`src/rtl/core/mcbs_pkg.sv`:
```
// ----------------------------------------------------------------------------
// Coil bank server package
// Shared constants, codes and types of the coil bank server core.
// ----------------------------------------------------------------------------
package mcbs_pkg;

    // Size defaults of the coil bank.
    localparam int MAX_COILS_DEF     = 1024;
    localparam int MAX_REQ_COILS_DEF = 64;

    // The coil store is kept as rows of 64 coils, one request window wide.
    localparam int ROW_W  = 64;
    localparam int ROW_SH = 6;
    // Width that holds a coil address plus a coil count without overflow.
    localparam int CMP_W  = 17;

    // Configuration port.
    localparam int CFG_IDX_W  = 1;
    localparam int CFG_DATA_W = 11;
    localparam logic [CFG_IDX_W-1:0] REG_SLAVE_ADDRESS = 1'b0;
    localparam logic [CFG_IDX_W-1:0] REG_COILS_IN_USE  = 1'b1;
    localparam logic [7:0] SLAVE_ADDRESS_RST = 8'd1;
    localparam int COILS_IN_USE_RST = 1024;

    // Request modes.
    localparam logic [1:0] MODE_READ         = 2'd0;
    localparam logic [1:0] MODE_WRITE_SINGLE = 2'd1;
    localparam logic [1:0] MODE_WRITE_MULTI  = 2'd2;
    localparam logic [1:0] MODE_UNUSED       = 2'd3;

    // Response status codes.
    localparam logic [1:0] ST_OK    = 2'd0;
    localparam logic [1:0] ST_ADDR  = 2'd1;
    localparam logic [1:0] ST_VALUE = 2'd2;

    // Legal write single values.
    localparam logic [15:0] COIL_ON  = 16'hFF00;
    localparam logic [15:0] COIL_OFF = 16'h0000;

    // Write request to one bank of rows.
    typedef struct packed {
        logic             en;
        logic [ROW_W-1:0] data;
    } bank_wr_t;

    // Rows produced by the merge stage.
    typedef struct packed {
        logic [ROW_W-1:0] window;
        logic [ROW_W-1:0] even_row;
        logic [ROW_W-1:0] odd_row;
    } merge_out_t;

endpackage

```
`src/rtl/core/modbus_coil_bank_server_core.sv`:
```
// ----------------------------------------------------------------------------
// Coil bank server core
// Serves read coils, write single coil and write multiple coils requests
// against a bank of one-bit coils held as 64-coil rows in two bank lanes.
//
// Channel   Direction  Handshake            Payload
// request   in         in_valid / in_stall  mode ... write_bits
// response  out        out_valid / out_stall resp_address ... echo_word
// config    in         cfg_we               cfg_index, cfg_data
//
// A request is accepted with a read of both bank lanes; when the merge stage
// advances, the rows are merged, written back and the response register
// loaded. No new request is taken while one sits in the merge stage; the
// read-modify-write of the bank rows is the reason for this.
// After reset the banks are swept clear, all 2**BANK_AW rows per lane (8 with
// the default sizes), and no request is taken until that is done.
// A stalled response holds the next request in the merge stage.
// ----------------------------------------------------------------------------
module modbus_coil_bank_server_core #(
    parameter int MAX_COILS     = mcbs_pkg::MAX_COILS_DEF,
    parameter int MAX_REQ_COILS = mcbs_pkg::MAX_REQ_COILS_DEF
) (
    input  logic                            clk,
    input  logic                            rst_n,
    input  logic                            cfg_we,
    input  logic [mcbs_pkg::CFG_IDX_W-1:0]  cfg_index,
    input  logic [mcbs_pkg::CFG_DATA_W-1:0] cfg_data,
    input  logic                            in_valid,
    output logic                            in_stall,
    input  logic [1:0]                      mode,
    input  logic [7:0]                      unit_address,
    input  logic [15:0]                     first_coil,
    input  logic [15:0]                     coil_count,
    input  logic [15:0]                     single_value,
    input  logic [7:0]                      byte_count,
    input  logic [63:0]                     write_bits,
    output logic                            out_valid,
    input  logic                            out_stall,
    output logic [7:0]                      resp_address,
    output logic [1:0]                      resp_function,
    output logic [1:0]                      status,
    output logic [3:0]                      resp_byte_count,
    output logic [63:0]                     read_bits,
    output logic [15:0]                     echo_first,
    output logic [15:0]                     echo_word
);

    localparam int ROW_W   = mcbs_pkg::ROW_W;
    localparam int ROWS    = (MAX_COILS + ROW_W - 1) / ROW_W;
    localparam int BANK_AW = ($clog2(ROWS) > 1) ? ($clog2(ROWS) - 1) : 1;
    localparam int ROW_AW  = BANK_AW + 1;
    localparam int LIVE_W  = $clog2(MAX_COILS + 1);
    localparam int CMP_W   = mcbs_pkg::CMP_W;
    localparam int LIVE_RST = (mcbs_pkg::COILS_IN_USE_RST < MAX_COILS)
                              ? mcbs_pkg::COILS_IN_USE_RST : MAX_COILS;

    // Configuration.
    logic [7:0]        slave_addr_reg;
    logic [7:0]        slave_addr_next;
    logic [LIVE_W-1:0] live_reg;
    logic [LIVE_W-1:0] live_next;
    logic [CMP_W-1:0]  cfg_coils;

    // Request decode.
    logic              accept;
    logic [CMP_W-1:0]  first_x;
    logic [CMP_W-1:0]  count_x;
    logic [CMP_W-1:0]  live_x;
    logic              window_ok;
    logic              count_big;
    logic              bytes_bad;
    logic [1:0]        req_status;
    logic              req_write;
    logic              req_read_ok;
    logic              req_resp;
    logic [ROW_W-1:0]  req_mask;
    logic [ROW_W-1:0]  req_wdata;
    logic [3:0]        req_rbytes;
    logic [15:0]       req_efirst;
    logic [15:0]       req_eword;
    logic [6:0]        count_m1;
    logic [ROW_AW-1:0] row0;
    logic [ROW_AW-1:0] row1;
    logic [BANK_AW-1:0] even_addr;
    logic [BANK_AW-1:0] odd_addr;

    // Merge stage.
    logic               stg_valid_reg;
    logic               stg_valid_next;
    logic               stg_resp_reg;
    logic [1:0]         stg_mode_reg;
    logic [1:0]         stg_status_reg;
    logic               stg_write_reg;
    logic               stg_read_ok_reg;
    logic               stg_lsb_reg;
    logic [mcbs_pkg::ROW_SH-1:0] stg_offset_reg;
    logic [ROW_W-1:0]   stg_mask_reg;
    logic [ROW_W-1:0]   stg_wdata_reg;
    logic [3:0]         stg_rbytes_reg;
    logic [15:0]        stg_efirst_reg;
    logic [15:0]        stg_eword_reg;
    logic [BANK_AW-1:0] stg_even_addr_reg;
    logic [BANK_AW-1:0] stg_odd_addr_reg;
    logic               advance;

    // Response register.
    logic               out_valid_reg;
    logic               out_valid_next;
    logic [7:0]         resp_address_reg;
    logic [1:0]         resp_function_reg;
    logic [1:0]         status_reg;
    logic [3:0]         resp_byte_count_reg;
    logic [63:0]        read_bits_reg;
    logic [15:0]        echo_first_reg;
    logic [15:0]        echo_word_reg;

    // Lanes.
    logic [ROW_W-1:0]     even_rd;
    logic [ROW_W-1:0]     odd_rd;
    logic                 even_clr;
    logic                 odd_clr;
    mcbs_pkg::bank_wr_t   even_wr;
    mcbs_pkg::bank_wr_t   odd_wr;
    mcbs_pkg::merge_out_t merged;

    // ------------------------------------------------------------------
    // Configuration registers. The live coil count is kept already
    // limited to the size of the bank.
    // ------------------------------------------------------------------
    always_comb
    begin
        slave_addr_next = slave_addr_reg;
        live_next       = live_reg;
        cfg_coils       = CMP_W'(cfg_data);
        if (cfg_we)
        begin
            case (cfg_index)
                mcbs_pkg::REG_SLAVE_ADDRESS:
                begin
                    slave_addr_next = cfg_data[7:0];
                end
                mcbs_pkg::REG_COILS_IN_USE:
                begin
                    live_next = (cfg_coils < CMP_W'(MAX_COILS))
                                ? LIVE_W'(cfg_coils) : LIVE_W'(MAX_COILS);
                end
                default:
                begin
                    slave_addr_next = slave_addr_reg;
                end
            endcase
        end
    end

    // ------------------------------------------------------------------
    // Request checks, in the order the protocol gives them.
    // ------------------------------------------------------------------
    always_comb
    begin
        first_x   = CMP_W'(first_coil);
        count_x   = CMP_W'(coil_count);
        live_x    = CMP_W'(live_reg);
        window_ok = (count_x <= live_x) && (first_x < live_x)
                    && ((first_x + count_x) <= live_x);
        count_big = coil_count > 16'(MAX_REQ_COILS);
        bytes_bad = 16'(byte_count) != (((coil_count - 16'd1) >> 3) + 16'd1);
        count_m1  = coil_count[6:0] - 7'd1;

        req_status = mcbs_pkg::ST_OK;
        case (mode)
            mcbs_pkg::MODE_READ:
            begin
                if (coil_count == 16'd0 || count_big)
                    req_status = mcbs_pkg::ST_VALUE;
                else if (!window_ok)
                    req_status = mcbs_pkg::ST_ADDR;
            end
            mcbs_pkg::MODE_WRITE_SINGLE:
            begin
                if (first_x >= live_x)
                    req_status = mcbs_pkg::ST_ADDR;
                else if (single_value != mcbs_pkg::COIL_OFF
                         && single_value != mcbs_pkg::COIL_ON)
                    req_status = mcbs_pkg::ST_VALUE;
            end
            mcbs_pkg::MODE_WRITE_MULTI:
            begin
                if (byte_count == 8'd0 || coil_count == 16'd0)
                    req_status = mcbs_pkg::ST_VALUE;
                else if (bytes_bad || count_big)
                    req_status = mcbs_pkg::ST_VALUE;
                else if (!window_ok)
                    req_status = mcbs_pkg::ST_ADDR;
            end
            default:
            begin
                req_status = mcbs_pkg::ST_OK;
            end
        endcase

        req_read_ok = (mode == mcbs_pkg::MODE_READ) && (req_status == mcbs_pkg::ST_OK);
        req_write   = (req_status == mcbs_pkg::ST_OK)
                      && (mode == mcbs_pkg::MODE_WRITE_SINGLE
                          || mode == mcbs_pkg::MODE_WRITE_MULTI);
        req_resp    = (unit_address != 8'd0) && (mode != mcbs_pkg::MODE_UNUSED);

        // A legal window holds at most 64 coils, so bit 6 set means all 64.
        if (mode == mcbs_pkg::MODE_WRITE_SINGLE)
        begin
            req_mask  = ROW_W'(1);
            req_wdata = ROW_W'(single_value == mcbs_pkg::COIL_ON);
        end
        else
        begin
            req_mask  = coil_count[6] ? {ROW_W{1'b1}}
                                      : ((ROW_W'(1) << coil_count[5:0]) - ROW_W'(1));
            req_wdata = write_bits;
        end

        req_rbytes = req_read_ok ? (4'(count_m1 >> 3) + 4'd1) : 4'd0;
        req_efirst = req_write ? first_coil : 16'd0;
        req_eword  = 16'd0;
        if (req_write)
        begin
            req_eword = (mode == mcbs_pkg::MODE_WRITE_SINGLE) ? single_value : coil_count;
        end

        // The window touches rows row0 and row0 + 1: one in each bank.
        row0      = first_coil[mcbs_pkg::ROW_SH +: ROW_AW];
        row1      = row0 + ROW_AW'(1);
        even_addr = row1[ROW_AW-1:1];
        odd_addr  = row0[ROW_AW-1:1];
    end

    // ------------------------------------------------------------------
    // Handshake and stage control.
    // ------------------------------------------------------------------
    assign in_stall = even_clr || odd_clr || stg_valid_reg;
    assign accept   = in_valid && !in_stall;
    assign advance  = stg_valid_reg && !(out_valid_reg && out_stall);

    always_comb
    begin
        stg_valid_next = stg_valid_reg;
        if (accept)
            stg_valid_next = 1'b1;
        else if (advance)
            stg_valid_next = 1'b0;

        out_valid_next = out_valid_reg;
        if (advance && stg_resp_reg)
            out_valid_next = 1'b1;
        else if (out_valid_reg && !out_stall)
            out_valid_next = 1'b0;
    end

    always_ff @(posedge clk or negedge rst_n)
    begin
        if (!rst_n)
        begin
            slave_addr_reg <= mcbs_pkg::SLAVE_ADDRESS_RST;
            live_reg       <= LIVE_W'(LIVE_RST);
            stg_valid_reg  <= 1'b0;
            out_valid_reg  <= 1'b0;
        end
        else
        begin
            slave_addr_reg <= slave_addr_next;
            live_reg       <= live_next;
            stg_valid_reg  <= stg_valid_next;
            out_valid_reg  <= out_valid_next;
        end
    end

    always_ff @(posedge clk)
    begin
        if (accept)
        begin
            stg_resp_reg      <= req_resp;
            stg_mode_reg      <= mode;
            stg_status_reg    <= req_status;
            stg_write_reg     <= req_write;
            stg_read_ok_reg   <= req_read_ok;
            stg_lsb_reg       <= row0[0];
            stg_offset_reg    <= first_coil[mcbs_pkg::ROW_SH-1:0];
            stg_mask_reg      <= req_mask;
            stg_wdata_reg     <= req_wdata;
            stg_rbytes_reg    <= req_rbytes;
            stg_efirst_reg    <= req_efirst;
            stg_eword_reg     <= req_eword;
            stg_even_addr_reg <= even_addr;
            stg_odd_addr_reg  <= odd_addr;
        end
        if (advance && stg_resp_reg)
        begin
            resp_address_reg    <= slave_addr_reg;
            resp_function_reg   <= stg_mode_reg;
            status_reg          <= stg_status_reg;
            resp_byte_count_reg <= stg_rbytes_reg;
            read_bits_reg       <= stg_read_ok_reg ? merged.window : 64'd0;
            echo_first_reg      <= stg_efirst_reg;
            echo_word_reg       <= stg_eword_reg;
        end
    end

    // ------------------------------------------------------------------
    // Bank lanes and merge stage.
    // ------------------------------------------------------------------
    always_comb
    begin
        even_wr.en   = advance && stg_write_reg;
        even_wr.data = merged.even_row;
        odd_wr.en    = advance && stg_write_reg;
        odd_wr.data  = merged.odd_row;
    end

    mcbs_bank #(
        .BANK_AW (BANK_AW)
    ) u_even_bank (
        .clk      (clk),
        .rst_n    (rst_n),
        .rd_en    (accept),
        .rd_addr  (even_addr),
        .wr_addr  (stg_even_addr_reg),
        .wr       (even_wr),
        .rd_data  (even_rd),
        .clr_busy (even_clr)
    );

    mcbs_bank #(
        .BANK_AW (BANK_AW)
    ) u_odd_bank (
        .clk      (clk),
        .rst_n    (rst_n),
        .rd_en    (accept),
        .rd_addr  (odd_addr),
        .wr_addr  (stg_odd_addr_reg),
        .wr       (odd_wr),
        .rd_data  (odd_rd),
        .clr_busy (odd_clr)
    );

    mcbs_merge u_merge (
        .even_row (even_rd),
        .odd_row  (odd_rd),
        .row_lsb  (stg_lsb_reg),
        .offset   (stg_offset_reg),
        .mask     (stg_mask_reg),
        .wdata    (stg_wdata_reg),
        .result   (merged)
    );

    assign out_valid       = out_valid_reg;
    assign resp_address    = resp_address_reg;
    assign resp_function   = resp_function_reg;
    assign status          = status_reg;
    assign resp_byte_count = resp_byte_count_reg;
    assign read_bits       = read_bits_reg;
    assign echo_first      = echo_first_reg;
    assign echo_word       = echo_word_reg;

endmodule

```
`src/rtl/core/mcbs_bank.sv`:
```
// ----------------------------------------------------------------------------
// Coil bank lane
// One bank of 64-coil rows with a registered read port, a write port and a
// clearing sweep after reset.
// ----------------------------------------------------------------------------
module mcbs_bank #(
    parameter int BANK_AW = 3
) (
    input  logic                      clk,
    input  logic                      rst_n,
    input  logic                      rd_en,
    input  logic [BANK_AW-1:0]        rd_addr,
    input  logic [BANK_AW-1:0]        wr_addr,
    input  mcbs_pkg::bank_wr_t        wr,
    output logic [mcbs_pkg::ROW_W-1:0] rd_data,
    output logic                      clr_busy
);

    localparam int DEPTH = 2 ** BANK_AW;

    logic [mcbs_pkg::ROW_W-1:0] mem [DEPTH];
    logic [mcbs_pkg::ROW_W-1:0] rd_data_reg;
    logic [BANK_AW-1:0]         clr_addr_reg;
    logic [BANK_AW-1:0]         clr_addr_next;
    logic                       clr_busy_reg;
    logic                       clr_busy_next;

    always_comb
    begin
        clr_addr_next = clr_addr_reg;
        clr_busy_next = clr_busy_reg;
        if (clr_busy_reg)
        begin
            clr_addr_next = clr_addr_reg + BANK_AW'(1);
            clr_busy_next = (clr_addr_reg != {BANK_AW{1'b1}});
        end
    end

    always_ff @(posedge clk or negedge rst_n)
    begin
        if (!rst_n)
        begin
            clr_addr_reg <= '0;
            clr_busy_reg <= 1'b1;
        end
        else
        begin
            clr_addr_reg <= clr_addr_next;
            clr_busy_reg <= clr_busy_next;
        end
    end

    always_ff @(posedge clk)
    begin
        if (clr_busy_reg)
        begin
            mem[clr_addr_reg] <= '0;
        end
        else if (wr.en)
        begin
            mem[wr_addr] <= wr.data;
        end
        if (rd_en)
        begin
            rd_data_reg <= mem[rd_addr];
        end
    end

    assign rd_data  = rd_data_reg;
    assign clr_busy = clr_busy_reg;

endmodule

```
`src/rtl/core/mcbs_merge.sv`:
```
// ----------------------------------------------------------------------------
// Coil bank merge stage
// Joins the rows found by the two bank lanes into the request window and
// builds the updated rows for a write.
// ----------------------------------------------------------------------------
module mcbs_merge (
    input  logic [mcbs_pkg::ROW_W-1:0]  even_row,
    input  logic [mcbs_pkg::ROW_W-1:0]  odd_row,
    input  logic                        row_lsb,
    input  logic [mcbs_pkg::ROW_SH-1:0] offset,
    input  logic [mcbs_pkg::ROW_W-1:0]  mask,
    input  logic [mcbs_pkg::ROW_W-1:0]  wdata,
    output mcbs_pkg::merge_out_t        result
);

    localparam int PAIR_W = 2 * mcbs_pkg::ROW_W;

    logic [mcbs_pkg::ROW_W-1:0] lo_row;
    logic [mcbs_pkg::ROW_W-1:0] hi_row;
    logic [PAIR_W-1:0]          pair;
    logic [PAIR_W-1:0]          pair_shr;
    logic [PAIR_W-1:0]          mask_pair;
    logic [PAIR_W-1:0]          data_pair;
    logic [PAIR_W-1:0]          new_pair;

    // The window starts in the lower row, which sits in the odd bank when
    // the first row number is odd.
    always_comb
    begin
        lo_row    = row_lsb ? odd_row : even_row;
        hi_row    = row_lsb ? even_row : odd_row;
        pair      = {hi_row, lo_row};
        pair_shr  = pair >> offset;
        mask_pair = {{mcbs_pkg::ROW_W{1'b0}}, mask} << offset;
        data_pair = {{mcbs_pkg::ROW_W{1'b0}}, wdata & mask} << offset;
        new_pair  = (pair & ~mask_pair) | data_pair;

        result.window   = pair_shr[mcbs_pkg::ROW_W-1:0] & mask;
        result.even_row = row_lsb ? new_pair[PAIR_W-1:mcbs_pkg::ROW_W]
                                  : new_pair[mcbs_pkg::ROW_W-1:0];
        result.odd_row  = row_lsb ? new_pair[mcbs_pkg::ROW_W-1:0]
                                  : new_pair[PAIR_W-1:mcbs_pkg::ROW_W];
    end

endmodule
```
`config.mk`:
```
export PLATFORM = sky130hd
export DESIGN_NAME = modbus_coil_bank_server_core
export DESIGN_NICKNAME = d
export VERILOG_FILES = /design/src/rtl/core/mcbs_pkg.sv /design/src/rtl/core/modbus_coil_bank_server_core.sv /design/src/rtl/core/mcbs_bank.sv /design/src/rtl/core/mcbs_merge.sv
export SDC_FILE = /design/constraint.sdc
export NUM_CORES = 2
export LEC_CHECK = 0
export BUFFER_PORTS_ARGS = -buffer_cell sky130_fd_sc_hd__buf_4
export CAP_MARGIN = 20
export CORE_ASPECT_RATIO = 0.75
export CORE_MARGIN = 2
export CORE_UTILIZATION = 35
export DETAILED_ROUTE_END_ITERATION = 10
export PLACE_DENSITY = 0.56
export SLEW_MARGIN = 20
export SYNTH_ARGS = -nofsm -noshare
export SYNTH_HDL_FRONTEND = slang
export SYNTH_HIERARCHICAL = 1
export SYNTH_SLANG_ARGS = --single-unit
```
`constraint.sdc`:
```
create_clock -name clk -period 44.8 [get_ports clk]
set_input_delay 2.24 -clock clk [delete_from_list [all_inputs] [get_ports clk]]
set_output_delay 2.24 -clock clk [all_outputs]
set_load 0.05 [all_outputs]
```
==> results.yml <==
timing:
  hold_slack_ns: 0.416
  skew_ns: 0.0842
  fin_crit_ns: 6.38
  max-slew-margin-rel: 0.102
  tns_ns: 0
  clock.fmax_mhz: 157
  maxSlewViolCount: 0
  grt_setup_unrepaired: "no"
  tightestPinTransition_ns: 1.34
  setup_viol: 0
  final_hold_viol_count: 0
  fin_crit_sh: 0.142
global_route:
  track_usage: 0.286
  grt.overflow.total: 0
  grt_max_degree: 157
  antenna_found_initial: 30
  grt_pass1_wl_um: 470000
  grt_pass1_vias: 53700
route:
  vias_per_cell: 6.46
  drt-total-wl_um: 349000
  drtPass1Iterations: 8
  drt-initial-drc-count: 8867
  vias: 57600
  postRouteAntennaNets: 0
  drc: 0
  wl_per_cell_um: 39.1
critical_path:
  end_kind: "flip-flop"
  path_buf_inv: 3
  r2r_cells: 10
  crit_fanout: 63
  crit_type: "reg -> reg"
  cp_num_cells: 10
  cp_top_family: "buffers and inverters"
  regToRegSetupSlack_ns: 38.42
  cp_data_arrival_time_ns: 7.01
  cpMaxStageDelayCell: "a22oi_1"
  r2r_end: "u_odd_bank/mem[6][61]"
  critPathLaunch: "stg_offset_reg[0]"
  cp.required_ns: 45.43
  cpMostUsedCell: "buf_4"
  max_stage_delay_ns: 0.90
  cp-start-kind: "flip-flop"
  crit_chain: "buf_4, buf_4, buf_4, mux4_2, a22oi_1, mux4_2, nor2b_1, nor2_1, a221oi_1, and2_1"
  r2r-start: "stg_offset_reg[0]"
synth:
  netlist.area_leader.share: 0.528
  synth-edff-count: 1448
  synth_common_cells: "1448 x edfxtp_1, 647 x mux4_2, 393 x mux2i_1, 346 x nand2_1, 314 x mux2_2"
  synthTopCellsByArea: "edfxtp_1 53%, mux4_2 18%, mux2i_1 4.8%"
  synth_most_common_cell: "edfxtp_1"
  synth_cell_types: 97
  synth_nets: 5758
  yosysWarningCount: 6
  synth-async-reset-ratio: 0.0196
  syn_area_um2: 82300
  ys.flop_type: "edfxtp_1"
  synthCells: 5550
  avgSynthCellArea_um2: 14.8
  yosysTopAreaCell: "edfxtp_1"
  synth-seq-cells: 1477
  ys_seq_area_frac: 0.537
power_and_ir_drop:
  power.internal_mw: 2.60
  pwr-share-comb: 0.238
  seqPwrFrac: 0.437
  p_clk_frac: 0.326
  p_per_area_nw_per_um2: 41.6
  power_leakage_nw: 30.6
  max-vdd-ir-drop_mv: 0.0268
  power.share.switching: 0.322
  power_switching_mw: 1.23
floorplan:
  start_util: 0.351
  die_area_um2: 239000
  num_rows: 154
  io_pins: 261
  die_h_um: 424
  die_x_um: 564
  coreArea_um2: 234000
placed_design:
  place_area_um2: 87200
  gp_congestion: 1.05
  io_buffers: 260
  dp_hpwl_um: 251000
layout:
  largest_registers: "u_even_bank/mem: 512 flops, u_odd_bank/mem: 512 flops"
  drive_gt1_frac: 0.286
  areaGrowthSynthToFinish_pct: 11.9
  nets: 5872
  finalInstanceArea_um2: 92100
clocking:
  cts_hold_buf: 0
  clk_pin_slew_ns: 0.07
  numCtsBuffers: 158
  cts_max_path_buffers: 4
  post_cts_buffers: 0
  htreeDepth: 4
  cts.repair.resized: 0
  clk_latency_ns: 0.86
  cts_sinks: 1477
  cts_tree: "done"
  cts_root_buf: "clkbuf_16"
min_path:
  whs_endpoint: "echo_word[11]"
  worstHoldPathCells: 0
  holdCritStartpoint: "stg_eword_reg[11]"
  hp-class: "reg -> reg"
run:
  maxCapViolations: 0
status:
  status: "finished clean"
routing by layer:
metal  track usage  vias to the layer above  share of wire
met1         0.415                    30200           0.43
met2         0.373                     3869           0.39
met4         0.116                       22          0.047
li1              -                    22900              -
met5             0                        -        0.00038
met3         0.114                      630           0.13
power groups by stage:
stage / clock network, mW / registers (mW) / logic, mW
after detailed placement: 0 / 1.70 / 0.858
after floorplan: 0 / 1.68 / 0.494
after global placement: 0 / 1.70 / 0.861
final: 1.25 / 1.67 / 0.910
after CTS: 1.27 / 1.67 / 0.862
after global routing: 1.33 / 1.67 / 0.923
cell usage in the layout, fill, tap and decap left out, drive strengths merged, types with 32 or more instances in the layout:
cell | netlist | final
mux4 | 647 | 647
mux2 | 314 | 314
o211ai | 33 | 33
a211oi | 52 | 52
nor2 | 260 | 260
buf | 229 | 389
and2 | 224 | 224
a22oi | 42 | 42
o22ai | 71 | 71
inv | 50 | 63
edfxtp | 1448 | 1448
nor2b | 87 | 87
a31oi | 32 | 32
nor3 | 91 | 91
o21ai | 142 | 142
nand3 | 50 | 50
mux2i | 393 | 393
a221oi | 73 | 73
o31ai | 33 | 33
clkbuf | 206 | 184
ha | 60 | 60
o221ai | 44 | 44
clkinv | 4 | 63
nand2 | 346 | 346
a21oi | 204 | 204
metrics by stage:
stage | cells | utilization | setup WS (ns) | power, mW
final | 8913 | 0.393 | 38.42 | 3.83
after detailed placement | 8622 | 0.372 | 37.77 | 2.55
after global placement | 8621 | 0.372 | 37.77 | 2.56
after CTS | 8893 | 0.393 | 38.57 | 3.80
after global routing | 8895 | 0.393 | 38.18 | 3.92
after floorplan | 5550 | - | 28.70 | 2.17
how the worst max path moves through the flow:
stage	to	slack (ns)
floorplan	stg_efirst_reg[0]	28.70
global placement	stg_efirst_reg[8]	37.77
detailed placement	stg_efirst_reg[9]	37.77
CTS	u_even_bank/mem[5][57]	38.57
global route	stg_efirst_reg[13]	38.18
finish	u_odd_bank/mem[6][61]	38.42
logic make-up after synthesis:
logic type,count (synthesis),synth area share
flops,1477,0.537
mux,1354,0.268
simple gates,1228,0.0756
compound gates,906,0.0762
buf+inv,489,0.0299
fa+ha+maj,61,0.00937
xor+xnor,35,0.00389
area by class of cell:
class | instances | area (um^2)
Multi-Input combinational cell | 3584 | 35900
Sequential cell | 1477 | 44200
Antenna cell | 18 | 45.0
Inverter | 54 | 230
Fill cell | 21600 | 142000
Clock inverter | 87 | 706
Timing Repair Buffer | 389 | 3000
Clock buffer | 184 | 4090
Tap cell | 3120 | 3900
(Power assumes the default switching activity.)
